==> src/rtl/mft_pkg.sv <==
// types, constants and codes shared by the markup fragment tokenizer
`default_nettype none

package mft_pkg;

    localparam int LEVEL_BITS  = 8;
    localparam int QUEUE_DEPTH = 2;

    typedef logic [7:0]            char_t;
    typedef logic [2:0]            kind_t;
    typedef logic [7:0]            frag_level_t;
    typedef logic [LEVEL_BITS-1:0] level_t;

    localparam level_t LEVEL_MAX = {LEVEL_BITS{1'b1}};

    localparam char_t CH_LT    = 8'h3C;
    localparam char_t CH_GT    = 8'h3E;
    localparam char_t CH_EQ    = 8'h3D;
    localparam char_t CH_QUOTE = 8'h22;
    localparam char_t CH_SLASH = 8'h2F;
    localparam char_t CH_SPACE = 8'h20;

    localparam kind_t KIND_TEXT       = 3'd0;
    localparam kind_t KIND_TAG        = 3'd1;
    localparam kind_t KIND_ATTR_NAME  = 3'd2;
    localparam kind_t KIND_ATTR_VALUE = 3'd3;
    localparam kind_t KIND_CLOSE      = 3'd4;

    typedef enum logic [3:0] {
        MODE_TEXT       = 4'b0001,
        MODE_TAG        = 4'b0010,
        MODE_ATTR_NAME  = 4'b0100,
        MODE_ATTR_VALUE = 4'b1000
    } mode_t;

    typedef struct packed {
        char_t char_code;
        logic  start_of_content;
    } in_item_t;

    typedef struct packed {
        char_t       out_char;
        logic        char_present;
        kind_t       fragment_kind;
        frag_level_t fragment_level;
        logic        fragment_end;
    } out_item_t;

    // one classified byte handed from front to back
    typedef struct packed {
        char_t ch;
        kind_t kind;
        logic  start;
        logic  do_finish;
        logic  do_append;
    } op_t;

endpackage

`default_nettype wire

==> src/rtl/mft_front.sv <==
// front end: tracks the parse mode and classifies each byte into an operation
`default_nettype none

module mft_front (
    input  wire logic              aclk,
    input  wire logic              aresetn,
    input  wire logic              s_valid,
    output logic                   s_ready,
    input  wire mft_pkg::in_item_t s_item,
    output logic                   op_valid,
    input  wire logic              op_ready,
    output mft_pkg::op_t           op
);

    mft_pkg::mode_t mode_reg, mode_next, mode_eff;
    logic           esc_reg, esc_next, esc_eff;
    logic           push;
    mft_pkg::char_t c;

    assign c        = s_item.char_code;
    assign s_ready  = op_ready;
    assign op_valid = s_valid;
    assign push     = s_valid && op_ready;

    always_comb begin
        mode_eff = s_item.start_of_content ? mft_pkg::MODE_TEXT : mode_reg;
        esc_eff  = s_item.start_of_content ? 1'b0 : esc_reg;
        mode_next    = mode_eff;
        esc_next     = esc_eff;
        op.ch        = c;
        op.kind      = mft_pkg::KIND_TEXT;
        op.start     = s_item.start_of_content;
        op.do_finish = 1'b0;
        op.do_append = 1'b0;
        case (mode_eff)
            mft_pkg::MODE_TEXT: begin
                if (c == mft_pkg::CH_LT) begin
                    op.do_finish = 1'b1;
                    mode_next    = mft_pkg::MODE_TAG;
                end else begin
                    op.do_append = 1'b1;
                    op.kind      = mft_pkg::KIND_TEXT;
                end
            end
            mft_pkg::MODE_TAG: begin
                if (c == mft_pkg::CH_GT) begin
                    op.do_finish = 1'b1;
                    mode_next    = mft_pkg::MODE_TEXT;
                end else if (c == mft_pkg::CH_SPACE) begin
                    op.do_finish = 1'b1;
                    mode_next    = mft_pkg::MODE_ATTR_NAME;
                end else begin
                    op.do_append = 1'b1;
                    op.kind      = mft_pkg::KIND_TAG;
                end
            end
            mft_pkg::MODE_ATTR_NAME: begin
                if (c == mft_pkg::CH_EQ) begin
                    op.do_finish = 1'b1;
                    mode_next    = mft_pkg::MODE_ATTR_VALUE;
                    esc_next     = 1'b1;
                end else if (c == mft_pkg::CH_GT) begin
                    op.do_finish = 1'b1;
                    mode_next    = mft_pkg::MODE_TEXT;
                end else if (c == mft_pkg::CH_SLASH) begin
                    // slash closes the name and opens a new tag fragment
                    op.do_finish = 1'b1;
                    op.do_append = 1'b1;
                    op.kind      = mft_pkg::KIND_TAG;
                    mode_next    = mft_pkg::MODE_TAG;
                end else begin
                    op.do_append = 1'b1;
                    op.kind      = mft_pkg::KIND_ATTR_NAME;
                end
            end
            mft_pkg::MODE_ATTR_VALUE: begin
                if (c == mft_pkg::CH_QUOTE && !esc_eff) begin
                    op.do_finish = 1'b1;
                    mode_next    = mft_pkg::MODE_TAG;
                end else begin
                    op.do_append = 1'b1;
                    op.kind      = mft_pkg::KIND_ATTR_VALUE;
                end
                esc_next = 1'b0;
            end
            default: begin
                mode_next = mft_pkg::MODE_TEXT;
            end
        endcase
    end

    always_ff @(posedge aclk) begin
        if (!aresetn) begin
            mode_reg <= mft_pkg::MODE_TEXT;
            esc_reg  <= 1'b0;
        end else if (push) begin
            mode_reg <= mode_next;
            esc_reg  <= esc_next;
        end
    end

endmodule

`default_nettype wire

==> src/rtl/mft_queue.sv <==
// short operation queue between front and back
`default_nettype none

module mft_queue (
    input  wire logic         aclk,
    input  wire logic         aresetn,
    input  wire logic         wr_valid,
    output logic              wr_ready,
    input  wire mft_pkg::op_t wr_op,
    output logic              rd_valid,
    input  wire logic         rd_ready,
    output mft_pkg::op_t      rd_op
);

    localparam int PTR_W = (mft_pkg::QUEUE_DEPTH > 1) ? $clog2(mft_pkg::QUEUE_DEPTH) : 1;
    localparam int CNT_W = $clog2(mft_pkg::QUEUE_DEPTH + 1);
    localparam logic [PTR_W-1:0] PTR_LAST = PTR_W'(mft_pkg::QUEUE_DEPTH - 1);
    localparam logic [CNT_W-1:0] CNT_FULL = CNT_W'(mft_pkg::QUEUE_DEPTH);

    mft_pkg::op_t     slot_reg [mft_pkg::QUEUE_DEPTH];
    logic [PTR_W-1:0] wr_ptr_reg, wr_ptr_next;
    logic [PTR_W-1:0] rd_ptr_reg, rd_ptr_next;
    logic [CNT_W-1:0] count_reg, count_next;
    logic             push, pop;

    assign wr_ready = (count_reg != CNT_FULL);
    assign rd_valid = (count_reg != '0);
    assign rd_op    = slot_reg[rd_ptr_reg];
    assign push     = wr_valid && wr_ready;
    assign pop      = rd_valid && rd_ready;

    always_comb begin
        wr_ptr_next = wr_ptr_reg;
        rd_ptr_next = rd_ptr_reg;
        count_next  = count_reg;
        if (push) begin
            wr_ptr_next = (wr_ptr_reg == PTR_LAST) ? '0 : wr_ptr_reg + PTR_W'(1);
        end
        if (pop) begin
            rd_ptr_next = (rd_ptr_reg == PTR_LAST) ? '0 : rd_ptr_reg + PTR_W'(1);
        end
        if (push && !pop) begin
            count_next = count_reg + CNT_W'(1);
        end else if (pop && !push) begin
            count_next = count_reg - CNT_W'(1);
        end
    end

    always_ff @(posedge aclk) begin
        if (!aresetn) begin
            wr_ptr_reg <= '0;
            rd_ptr_reg <= '0;
            count_reg  <= '0;
        end else begin
            wr_ptr_reg <= wr_ptr_next;
            rd_ptr_reg <= rd_ptr_next;
            count_reg  <= count_next;
        end
    end

    always_ff @(posedge aclk) begin
        if (push) begin
            slot_reg[wr_ptr_reg] <= wr_op;
        end
    end

endmodule

`default_nettype wire

==> src/rtl/mft_back.sv <==
// back end: fragment state, nesting level and registered result item
`default_nettype none

module mft_back (
    input  wire logic               aclk,
    input  wire logic               aresetn,
    input  wire logic               op_valid,
    output logic                    op_ready,
    input  wire mft_pkg::op_t       op,
    output logic                    m_valid,
    input  wire logic               m_ready,
    output mft_pkg::out_item_t      m_item
);

    mft_pkg::level_t    level_reg, level_next;
    mft_pkg::char_t     held_reg, held_next;
    logic               held_valid_reg, held_valid_next;
    logic               open_reg, open_next;
    mft_pkg::kind_t     kind_reg, kind_next;
    logic               slash_reg, slash_next;
    logic               m_valid_reg, m_valid_next;
    mft_pkg::out_item_t m_item_reg, m_item_next;
    mft_pkg::out_item_t res;
    logic               emit;
    logic               pop;

    assign op_ready = !m_valid_reg || m_ready;
    assign pop      = op_valid && op_ready;
    assign m_valid  = m_valid_reg;
    assign m_item   = m_item_reg;

    always_comb begin
        level_next      = op.start ? '0 : level_reg;
        held_next       = op.start ? '0 : held_reg;
        held_valid_next = op.start ? 1'b0 : held_valid_reg;
        open_next       = op.start ? 1'b0 : open_reg;
        kind_next       = op.start ? mft_pkg::KIND_TEXT : kind_reg;
        slash_next      = op.start ? 1'b0 : slash_reg;
        emit            = 1'b0;
        res             = '0;

        if (op.do_finish && open_next) begin
            if (slash_next) begin
                kind_next = mft_pkg::KIND_CLOSE;
                if (level_next != '0) begin
                    level_next = level_next - mft_pkg::level_t'(1);
                end
            end
            emit               = 1'b1;
            res.out_char       = held_valid_next ? held_next : '0;
            res.char_present   = held_valid_next;
            res.fragment_kind  = kind_next;
            res.fragment_level = mft_pkg::frag_level_t'(level_next);
            res.fragment_end   = 1'b1;
            if (kind_next == mft_pkg::KIND_TAG && level_next != mft_pkg::LEVEL_MAX) begin
                level_next = level_next + mft_pkg::level_t'(1);
            end
            open_next       = 1'b0;
            held_valid_next = 1'b0;
            held_next       = '0;
            slash_next      = 1'b0;
        end

        if (op.do_append) begin
            if (!open_next) begin
                open_next = 1'b1;
                kind_next = op.kind;
                if (op.kind != mft_pkg::KIND_TEXT && op.ch == mft_pkg::CH_SLASH) begin
                    slash_next      = 1'b1;
                    held_next       = op.ch;
                    held_valid_next = 1'b1;
                end else if (op.kind == mft_pkg::KIND_ATTR_VALUE &&
                             op.ch == mft_pkg::CH_QUOTE) begin
                    held_valid_next = 1'b0;
                end else begin
                    held_next       = op.ch;
                    held_valid_next = 1'b1;
                end
            end else begin
                if (slash_next) begin
                    // second byte turns the fragment into a close tag
                    slash_next = 1'b0;
                    kind_next  = mft_pkg::KIND_CLOSE;
                    if (level_next != '0) begin
                        level_next = level_next - mft_pkg::level_t'(1);
                    end
                end else if (held_valid_next) begin
                    emit               = 1'b1;
                    res.out_char       = held_next;
                    res.char_present   = 1'b1;
                    res.fragment_kind  = kind_next;
                    res.fragment_level = mft_pkg::frag_level_t'(level_next);
                    res.fragment_end   = 1'b0;
                end
                held_next       = op.ch;
                held_valid_next = 1'b1;
            end
        end
    end

    always_comb begin
        if (pop) begin
            m_valid_next = emit;
            m_item_next  = res;
        end else begin
            m_valid_next = m_valid_reg && !m_ready;
            m_item_next  = m_item_reg;
        end
    end

    always_ff @(posedge aclk) begin
        if (!aresetn) begin
            level_reg      <= '0;
            held_reg       <= '0;
            held_valid_reg <= 1'b0;
            open_reg       <= 1'b0;
            kind_reg       <= mft_pkg::KIND_TEXT;
            slash_reg      <= 1'b0;
            m_valid_reg    <= 1'b0;
        end else begin
            if (pop) begin
                level_reg      <= level_next;
                held_reg       <= held_next;
                held_valid_reg <= held_valid_next;
                open_reg       <= open_next;
                kind_reg       <= kind_next;
                slash_reg      <= slash_next;
            end
            m_valid_reg <= m_valid_next;
        end
    end

    always_ff @(posedge aclk) begin
        m_item_reg <= m_item_next;
    end

endmodule

`default_nettype wire

==> src/rtl/markup_fragment_tokenizer.sv <==
// top level of the markup fragment tokenizer
// Usage:
// s_ channel takes one markup byte per item; start_of_content clears all
// parse state before that byte is used. m_ channel gives zero or one result
// item per input item: a fragment character tagged with its kind and nesting
// level, with fragment_end on the last item of each fragment.
// Each character is held back until the next byte, so a fragment's last
// character leaves when its delimiter arrives.
// Throughput: while m_ready is high, one item per clock in both directions;
// the back end updates fragment state for one queued byte per cycle.
// Path: an accepted byte is written into a queue slot; the back end then
// takes it from the queue and writes any result into the output register.
// A two-entry queue separates the mode classifier from the fragment back end;
// when m_ready is low while an item waits, the output register holds it, the
// back end stops and s_ready falls once the queue is full.
// Reset (aresetn low, synchronous) empties the queue, drops any held item and
// returns to text mode at level zero; s_ready is high in the next cycle.
`default_nettype none

module markup_fragment_tokenizer (
    input  wire logic               aclk,
    input  wire logic               aresetn,
    input  wire logic               s_valid,
    output logic                    s_ready,
    input  wire mft_pkg::in_item_t  s_item,
    output logic                    m_valid,
    input  wire logic               m_ready,
    output mft_pkg::out_item_t      m_item
);

    mft_pkg::op_t front_op;
    mft_pkg::op_t back_op;
    logic         front_valid, front_ready;
    logic         back_valid, back_ready;

    mft_front u_front (
        .aclk     (aclk),
        .aresetn  (aresetn),
        .s_valid  (s_valid),
        .s_ready  (s_ready),
        .s_item   (s_item),
        .op_valid (front_valid),
        .op_ready (front_ready),
        .op       (front_op)
    );

    mft_queue u_queue (
        .aclk     (aclk),
        .aresetn  (aresetn),
        .wr_valid (front_valid),
        .wr_ready (front_ready),
        .wr_op    (front_op),
        .rd_valid (back_valid),
        .rd_ready (back_ready),
        .rd_op    (back_op)
    );

    mft_back u_back (
        .aclk     (aclk),
        .aresetn  (aresetn),
        .op_valid (back_valid),
        .op_ready (back_ready),
        .op       (back_op),
        .m_valid  (m_valid),
        .m_ready  (m_ready),
        .m_item   (m_item)
    );

endmodule

`default_nettype wire

==> config.mk <==
export PLATFORM = sky130hd
export DESIGN_NAME = markup_fragment_tokenizer
export DESIGN_NICKNAME = d
export VERILOG_FILES = /design/src/rtl/mft_pkg.sv /design/src/rtl/mft_front.sv /design/src/rtl/mft_queue.sv /design/src/rtl/mft_back.sv /design/src/rtl/markup_fragment_tokenizer.sv
export SDC_FILE = /design/constraint.sdc
export NUM_CORES = 1
export LEC_CHECK = 0
export ABC_AREA = 0
export BUFFER_PORTS_ARGS = -buffer_cell sky130_fd_sc_hd__buf_2
export CAP_MARGIN = 5
export CORE_UTILIZATION = 40
export CTS_CLUSTER_SIZE = 12
export DETAILED_ROUTE_END_ITERATION = 8
export GPL_TIMING_DRIVEN = 0
export PLACE_DENSITY = 0.62
export SLEW_MARGIN = 40
export SYNTH_ARGS = -nofsm -noshare
export SYNTH_HDL_FRONTEND = slang
export SYNTH_SLANG_ARGS = --single-unit
==> constraint.sdc <==
create_clock -name aclk -period 8.2 [get_ports aclk]
set_input_delay 1.23 -clock aclk [delete_from_list [all_inputs] [get_ports aclk]]
set_output_delay 1.23 -clock aclk [all_outputs]
set_load 0.01 [all_outputs]
==> results of run 1 <==
## cells in the mapped netlist, drive strengths merged, types with 2 or more instances
master   number
a311oi        3
o2111a        2
dfxtp        33
xnor2         4
o311ai        3
nand4b        2
or4           4
o22ai         2
nor4b         3
or2           2
a21oi        23
inv          12
a311o         4
a31oi         9
nand3b        2
and3          8
o21ai        27
o211ai        2
nand2        46
mux2i         5
a21o          4
mux2         13
ha            4
buf           6
xor2          4
a22oi         9
a211oi        2
and2         12
nand2b        6
nor3         12
clkbuf       18
nor2         43
nand3        17
nor4          4
nor3b         3
o2111ai       2
edfxtp       47
or3           3
nand4         4
a32oi         3
o31ai         4
## logic make-up after synthesis
family	count (synthesis)	share of synthesized area (%)
multiplexers	18	4.67
adder cells (fa/ha/maj)	4	1.19
XOR/XNOR	8	1.67
AO/OA/AOI/OAI	112	17.9
AND/OR/NAND/NOR	178	21.9
flip-flops	80	49.2
buffers and inverters	37	3.42
## worst max-delay path: stages (launching register included)
cell,delay (ns)
sky130_fd_sc_hd__dfxtp_1,0.32
sky130_fd_sc_hd__clkbuf_1,0.21
sky130_fd_sc_hd__nor3b_2,0.58
sky130_fd_sc_hd__nand2_1,0.11
sky130_fd_sc_hd__a21oi_1,0.23
sky130_fd_sc_hd__ha_1,0.29
sky130_fd_sc_hd__nand4_1,0.12
sky130_fd_sc_hd__or4_4,0.46
sky130_fd_sc_hd__nand2_1,0.09
sky130_fd_sc_hd__mux2_2,0.32
sky130_fd_sc_hd__a21oi_1,0.36
sky130_fd_sc_hd__ha_1,0.26
sky130_fd_sc_hd__o2111ai_1,0.11
sky130_fd_sc_hd__or4_1,0.41
sky130_fd_sc_hd__buf_2,0.19
sky130_fd_sc_hd__a311o_1,0.37
sky130_fd_sc_hd__a31oi_1,0.16
## layout make-up
type,instances,area (µm²),area share [%]
buffer,24,96.3,2.02
clock buffer,12,145,3.05
clock inverter,4,28.8,0.605
inverter,13,48.8,1.03
multi-input combinational,320,1990,41.9
sequential,80,2070,43.5
tap,136,170,3.58
timing repair buffer,36,203,4.26
## metrics by stage
step,hold WS [ns],instance area (µm²),worst slack (ns),std cells,power (mW)
detailed placement,0.477,4580,3.60,609,1.15
CTS,0.501,4760,3.58,625,1.41
floorplan,0.457,4210,4.21,437,0.965
global route,0.523,4760,3.14,625,1.50
global placement,0.478,4550,3.66,608,1.12
finish,0.496,4760,3.53,625,1.41
## worst max-delay path by stage
stage | start | to | depth (start not counted)
after CTS | u_back.level_reg[0]$_SDFFE_PN0P_ | u_back.level_reg[1]$_SDFFE_PN0P_ | 16
final | u_back.level_reg[0]$_SDFFE_PN0P_ | u_back.level_reg[1]$_SDFFE_PN0P_ | 16
after detailed placement | u_back.level_reg[0]$_SDFFE_PN0P_ | u_back.level_reg[1]$_SDFFE_PN0P_ | 16
after global placement | u_back.level_reg[0]$_SDFFE_PN0P_ | u_back.level_reg[1]$_SDFFE_PN0P_ | 16
after floorplan | flop | u_back.level_reg[1]$_SDFFE_PN0P_ | 16
after global routing | u_back.level_reg[0]$_SDFFE_PN0P_ | u_back.level_reg[1]$_SDFFE_PN0P_ | 16
## routing by layer
| metal | track usage (%) | vias up |
|---|---|---|
| li1 | - | 1735 |
| met1 | 23.6 | 1729 |
| met2 | 31.8 | 105 |
| met3 | 3.99 | 21 |
| met4 | 7.55 | 0 |
| met5 | 0 | - |
## power by group through the flow
stage	Combinational [mW]	Sequential (mW)	Clock (mW)
after global placement	0.526	0.594	0
after floorplan	0.359	0.606	0
after CTS	0.558	0.586	0.269
final	0.561	0.586	0.263
after detailed placement	0.555	0.595	0
after global routing	0.617	0.595	0.286
==> impl_summary.txt, run 1 <==
----------------------------------------------------
[Critical path]
  Kind of end point of the critical path ... flop
  Critical path peak fanout ... 10
  Data required time of the critical path ... 8.47 ns
  Critical path launch point type ... flop
  Worst r2r src ... u_back.level_reg[0]$_SDFFE_PN0P_
  Destination of the worst register-to-register timing path ... u_back.level_reg[1]$_SDFFE_PN0P_
  Arrival time worst endpoint ... 4.94 ns
  Reg2reg setup slack ... approximately 3.5 ns
  Critical path class ... flop to flop
  Worst-case reg-to-reg path depth ... 16

[Timing]
  Max-slew headroom ... 45.5%
  Post-route minimum period ... 4.67 ns
  Highest clock frequency the design can meet ... 214 MHz
  Clock Skews ... roughly 0.0090 ns
  Total Negative Setup Slacks ... 0 ns
  Final number of max-transition violations ... 0
  Unrepaired setup endpoints after global routing ... no
  Transition time at the pin with the least slew margin ... 0.795 ns
  Final count of negative-setup-slack endpoints ... 0
  Share of the cycle needed by the critical path after routing ... 57.0%
  Final Hold Fails ... 0

[Pwr]
  Sequential share of power ... 41.6%
  Comb power frac ... roughly two fifths
  Share of power burned in the clock network ... 18.6%
  Cell internal pwr ... between 0.8 and 0.9 mW
  Pwr dens ... 296 nW/µm²
  Switching portion of total power ... about two fifths
  Switching power total ... approximately 0.55 mW
  Worst ir drop on vdd ... 0.000113 V
  Leakage component of the power ... 1.72 nW

[Route]
  Number of search-and-repair iterations in the first detailed-routing pass ... 5
  DR iter-0 viols ... 172
  Post-Route M1 WL ... roughly 4500 µm
  Top Layer Used ... met4
  Vias/cell ... 5.74
  Met2 wire len ... roughly 5000 µm
  Number of nets still failing antenna checks after routing ... 0
  Post-route DRC violation count ... 0
  Wire length after detailed routing ... 10100 µm
  Vias post-DR ... 3590
  Drt wl/cell ... 16.1 µm
  Met3 layer wire length in the routed design ... 377 µm

[Final layout]
  Post-route core utilization ... 46.3%
  Synthesis-to-finish area growth ... 13.1%
  Layout filler cell count ... 1020
  Commonest non-fill, non-tap cell in the layout ... sky130_fd_sc_hd__edfxtp_1
  Ant diodes ... 0
  Highest-count cells in the layout ignoring fill and taps ... 47 x sky130_fd_sc_hd__edfxtp_1, 46 x sky130_fd_sc_hd__nand2_1, 42 x sky130_fd_sc_hd__nor2_1
  Layout cells sized above 1 ... 15.1%
  Number of flip-flops in the largest register ... 26
  Nets@finish ... 501

[Clock network]
  CTS max path bufs ... 2
  CTS H-tree lvls ... 3
  Number of buffers added to fix hold violations after cts ... 0
  Clock tree from TritonCTS ... yes
  Total setup buffers inserted after CTS ... 0
  Clk sinks ... 80
  Library cell used as clock root buffer ... sky130_fd_sc_hd__clkbuf_8
  Clock input transition at the sequential cells of the worst setup and hold paths ... 0.08 ns
  Post-cts gate resize count ... 0
  Clk_lat worst skew ... 0.34 ns
  Number of buffers added by the clock tree synthesis step ... 9

[Synth]
  Warning count from the yosys run ... 0
  Area fraction of the dominant cell type after synthesis ... 33.5%
  Gate count of the mapped netlist ... 437
  Sequential element share of the synthesized area ... 49.2%
  Total of flip-flops plus latches after synthesis ... 80
  Post-synth EDFFs ... between 40 and 50
  Avg Inst Size Synth ... 9.63 µm²
  Share of flip-flops with an asynchronous set or reset after synthesis ... 0%
  Post-synth design cell area ... 4210 µm²
  Area leader, netlist ... sky130_fd_sc_hd__edfxtp_1
  Post-synth cell types ... 69
  Leading register cell type out of synthesis ... sky130_fd_sc_hd__edfxtp_1
  Net count after synthesis ... 454
  Synth top area cells ... sky130_fd_sc_hd__edfxtp_1 34%, sky130_fd_sc_hd__dfxtp_1 16%, sky130_fd_sc_hd__nand2_1 4.1%, sky130_fd_sc_hd__nor2_1 3.8%, sky130_fd_sc_hd__o21ai_0 3.0%

[Outcome]
  Outcome ... complete, no violations

[Hold path]
  Min-delay src ... u_back.kind_reg[0]$_SDFFE_PN0P_
  Hold path cells ... 2
  Hold-critical path endpoint ... u_back.kind_reg[0]$_SDFFE_PN0P_
  Worst min path class ... flop to flop

[Place]
  Count of buffers from port buffering ... 35
  Routability Congestion ... 0.903
  Detailed placer's ending HPWL ... 7360 µm

[Global route]
  Total grt overflow ... 0
  Largest net degree at the start of global routing ... 22
  Wire length of the first global-routing pass ... 16300 µm
  Vias in the first global route ... approximately 3300
  Total Routing Usage GR ... 18.9%
  Antenna violations before repair ... 0

[Die]
  Overall die width ... around 100 µm
  Floorplan die area ... 10900 µm²
  Starting density of the core ... 40.9%
  Chip Height ... 105 µm
  FP Rows ... 37
  IO Pins ... 36
  Area of the core ... 10300 µm²

[Run]
  # Max-Cap Violations ... 0

----------------------------------------------------
Power figures use the tool's default switching activity.
==> inputs of run 2 (changes only) <==
- PLACE_DENSITY: 0.62 -> 0.64
- clock period: 8.2 -> 3.9 ns (I/O delays scaled with it)
==> impl_summary.txt, run 2 (same netlist as run 1, synthesis figures left out) <==
----------------------------------------------------
[Place]
  Cell count after placement ... 609 (unchanged)
  Count of buffers from port buffering ... 35 (unchanged)
  Detailed placer's ending HPWL ... 7490 µm (+1.8%)
  Setup slack at placement ... -0.515 ns (-4.11 ns)
  DP Area ... 4580 µm² (-0.11%)
  Routability Congestion ... 0.877 (-2.9%)

[Route]
  Met2 wire len ... 5390 µm (+8.7%)
  Vias post-DR ... 3721 (+3.6%)
  Wire length after detailed routing ... 11000 µm (+8.9%)
  DR iter-0 viols ... 270 (+57%)
  Post-Route M1 WL ... 4710 µm (+4.9%)
  Number of search-and-repair iterations in the first detailed-routing pass ... 5 (unchanged)
  Vias/cell ... 5.81 (+1.2%)
  Met3 layer wire length in the routed design ... 563 µm (+49%)
  Drt wl/cell ... 17.1 µm (+6.3%)
  Post-route DRC violation count ... 0 (unchanged)
  Top Layer Used ... met4
  Number of nets still failing antenna checks after routing ... 0 (unchanged)

[Timing]
  Highest clock frequency the design can meet ... 253 MHz (+18%)
  Post-route minimum period ... 3.95 ns (-0.719 ns)
  Share of the cycle needed by the critical path after routing ... 101% (+44 points)
  Unrepaired setup endpoints after global routing ... yes
  Final count of negative-setup-slack endpoints ... 3 (+3)
  Transition time at the pin with the least slew margin ... 0.760 ns (-0.0357 ns)
  Clock Skews ... 0.0124 ns (+0.00339 ns)
  Final Hold Fails ... 0 (unchanged)
  Max-slew headroom ... 47.9% (+2.4 points)
  Least setup slack across all paths after layout ... -0.0542 ns (-3.58 ns)
  Final number of max-transition violations ... 0 (unchanged)

[Die]
  IO Pins ... 36 (unchanged)
  Floorplan die area ... 10900 µm² (unchanged)
  Chip Height ... 105 µm (unchanged)
  Area of the core ... 10300 µm² (unchanged)
  FP Rows ... 37 (unchanged)
  Overall die width ... 105 µm (unchanged)
  Starting density of the core ... 40.9% (unchanged)

[Final layout]
  Number of flip-flops in the largest register ... 26 (unchanged)
  Highest-count cells in the layout ignoring fill and taps ... 47 x sky130_fd_sc_hd__edfxtp_1, 45 x sky130_fd_sc_hd__nand2_1, 40 x sky130_fd_sc_hd__nor2_1
  Synthesis-to-finish area growth ... 20.9%
  Post-route cell area ... 5090 µm² (+6.9%)
  Layout cells sized above 1 ... 24.0% (+8.9 points)
  Ant diodes ... 0 (unchanged)
  Nets@finish ... 516 (+3.0%)
  Layout filler cell count ... 936 (-8.2%)
  Non-filler instance count after layout ... 640 (+2.4%)
  Commonest non-fill, non-tap cell in the layout ... sky130_fd_sc_hd__edfxtp_1

[Critical path]
  Data required time of the critical path ... 4.14 ns (-4.33 ns)
  Critical path peak fanout ... 6 (-4)
  Critical path class ... flop to flop
  Arrival time worst endpoint ... 4.20 ns (-0.74 ns)
  Kind of end point of the critical path ... flop
  Critical path launch point type ... flop

[Global route]
  Total Routing Usage GR ... 19.9% (+0.95 points)
  Largest net degree at the start of global routing ... 17 (-23%)
  Total grt overflow ... 0 (unchanged)
  Vias in the first global route ... 3474 (+4.2%)
  Antenna violations before repair ... 0 (unchanged)
  Wire length of the first global-routing pass ... 17000 µm (+4.5%)

[Outcome]
  Violated checks ... setup timing
  Outcome ... complete, but fails checks

[Pwr]
  Final Power ... 3.29 mW (+130%)
  Leakage component of the power ... 1.86 nW (+8.1%)
  Worst ir drop on vdd ... 0.000269 V (+140%)
  Pwr dens ... 646 nW/µm² (+120%)

[Clock network]
  CTS H-tree lvls ... 3 (unchanged)
  Library cell used as clock root buffer ... sky130_fd_sc_hd__clkbuf_8
  Clock input transition at the sequential cells of the worst setup and hold paths ... 0.09 ns (about the same)
  Number of buffers added by the clock tree synthesis step ... 9 (unchanged)
  Clk sinks ... 80 (unchanged)
  Clk_lat worst skew ... 0.35 ns (about the same)
  CTS max path bufs ... 2 (unchanged)
  Clock tree from TritonCTS ... yes

[Run]
  # Max-Cap Violations ... 0 (unchanged)

[Hold path]
  Worst min path class ... input pin to flop

----------------------------------------------------
==> run 2: cell type report <==
| type | instances | area (µm²) | area share, % |
|---|---|---|---|
| Clock buffer | 10 | 128 | 2.51 |
| Inverter | 13 | 48.8 | 0.959 |
| Tap cell | 136 | 170 | 3.35 |
| Timing Repair Buffer | 55 | 340 | 6.69 |
| Sequential cell | 80 | 2090 | 41.1 |
| Multi-Input combinational cell | 320 | 2120 | 41.6 |
| Buffer | 20 | 126 | 2.48 |
| Clock inverter | 6 | 66.3 | 1.30 |
==> run 2: critical path, stage by stage (launching register included) <==
cell,delay [ns]
sky130_fd_sc_hd__dfxtp_2,0.33
sky130_fd_sc_hd__buf_6,0.11
sky130_fd_sc_hd__mux2_4,0.33
sky130_fd_sc_hd__buf_12,0.14
sky130_fd_sc_hd__a21oi_4,0.15
sky130_fd_sc_hd__ha_4,0.16
sky130_fd_sc_hd__nand4_1,0.07
sky130_fd_sc_hd__or4_4,0.57
sky130_fd_sc_hd__and3_1,0.24
sky130_fd_sc_hd__a311oi_2,0.45
sky130_fd_sc_hd__o2111ai_2,0.18
sky130_fd_sc_hd__or4_4,0.53
sky130_fd_sc_hd__buf_6,0.15
sky130_fd_sc_hd__nor4b_1,0.14
sky130_fd_sc_hd__a311o_1,0.30
==> run 2: final timing paths <==
path	start	to	slack, ns	cells past startpoint
worst max-delay path	flop	u_back.level_reg[3]$_SDFFE_PN0P_	-0.05	14
worst min-delay path	s_item[6]	u_queue.slot_reg[0][11]$_DFFE_PP_	0.43	1
worst max register to register	flop	u_back.level_reg[3]$_SDFFE_PN0P_	-0.05	14
worst min register to register	u_back.kind_reg[1]$_SDFFE_PN0P_	u_back.kind_reg[1]$_SDFFE_PN0P_	0.50	2
==> run 2: where the power goes <==
group / internal [mW] / switching (mW) / leakage, nW
combinational: 0.584 / 0.829 / 1.04
sequential: 1.15 / 0.115 / 0.727
clock: 0.300 / 0.315 / 0.101
total: 2.03 / 1.26 / 1.86
==> run 2: what timing repair did <==
item,4_1_cts,5_1_grt
setup endpoints to repair,7,5
pin swaps,3,17
setup buffers,4,15
hold buffers,0,0
gates resized for setup,20,35
==> run 2: metal layers <==
layer / track usage (%) / vias up
met5: 0 / -
met4: 9.90 / 0
met3: 3.37 / 26
met2: 33.1 / 145
met1: 24.8 / 1774
li1: - / 1776
==> run 2: stage by stage <==
step	hold slack, ns	utilization (%)	TNS, ns
final	0.435	49.5	-0.0591
after global placement	0.478	44.4	-2.41
after floorplan	0.457	-	0
after detailed placement	0.481	44.6	-2.52
after CTS	0.415	47.4	0
after global routing	0.415	49.5	-0.706
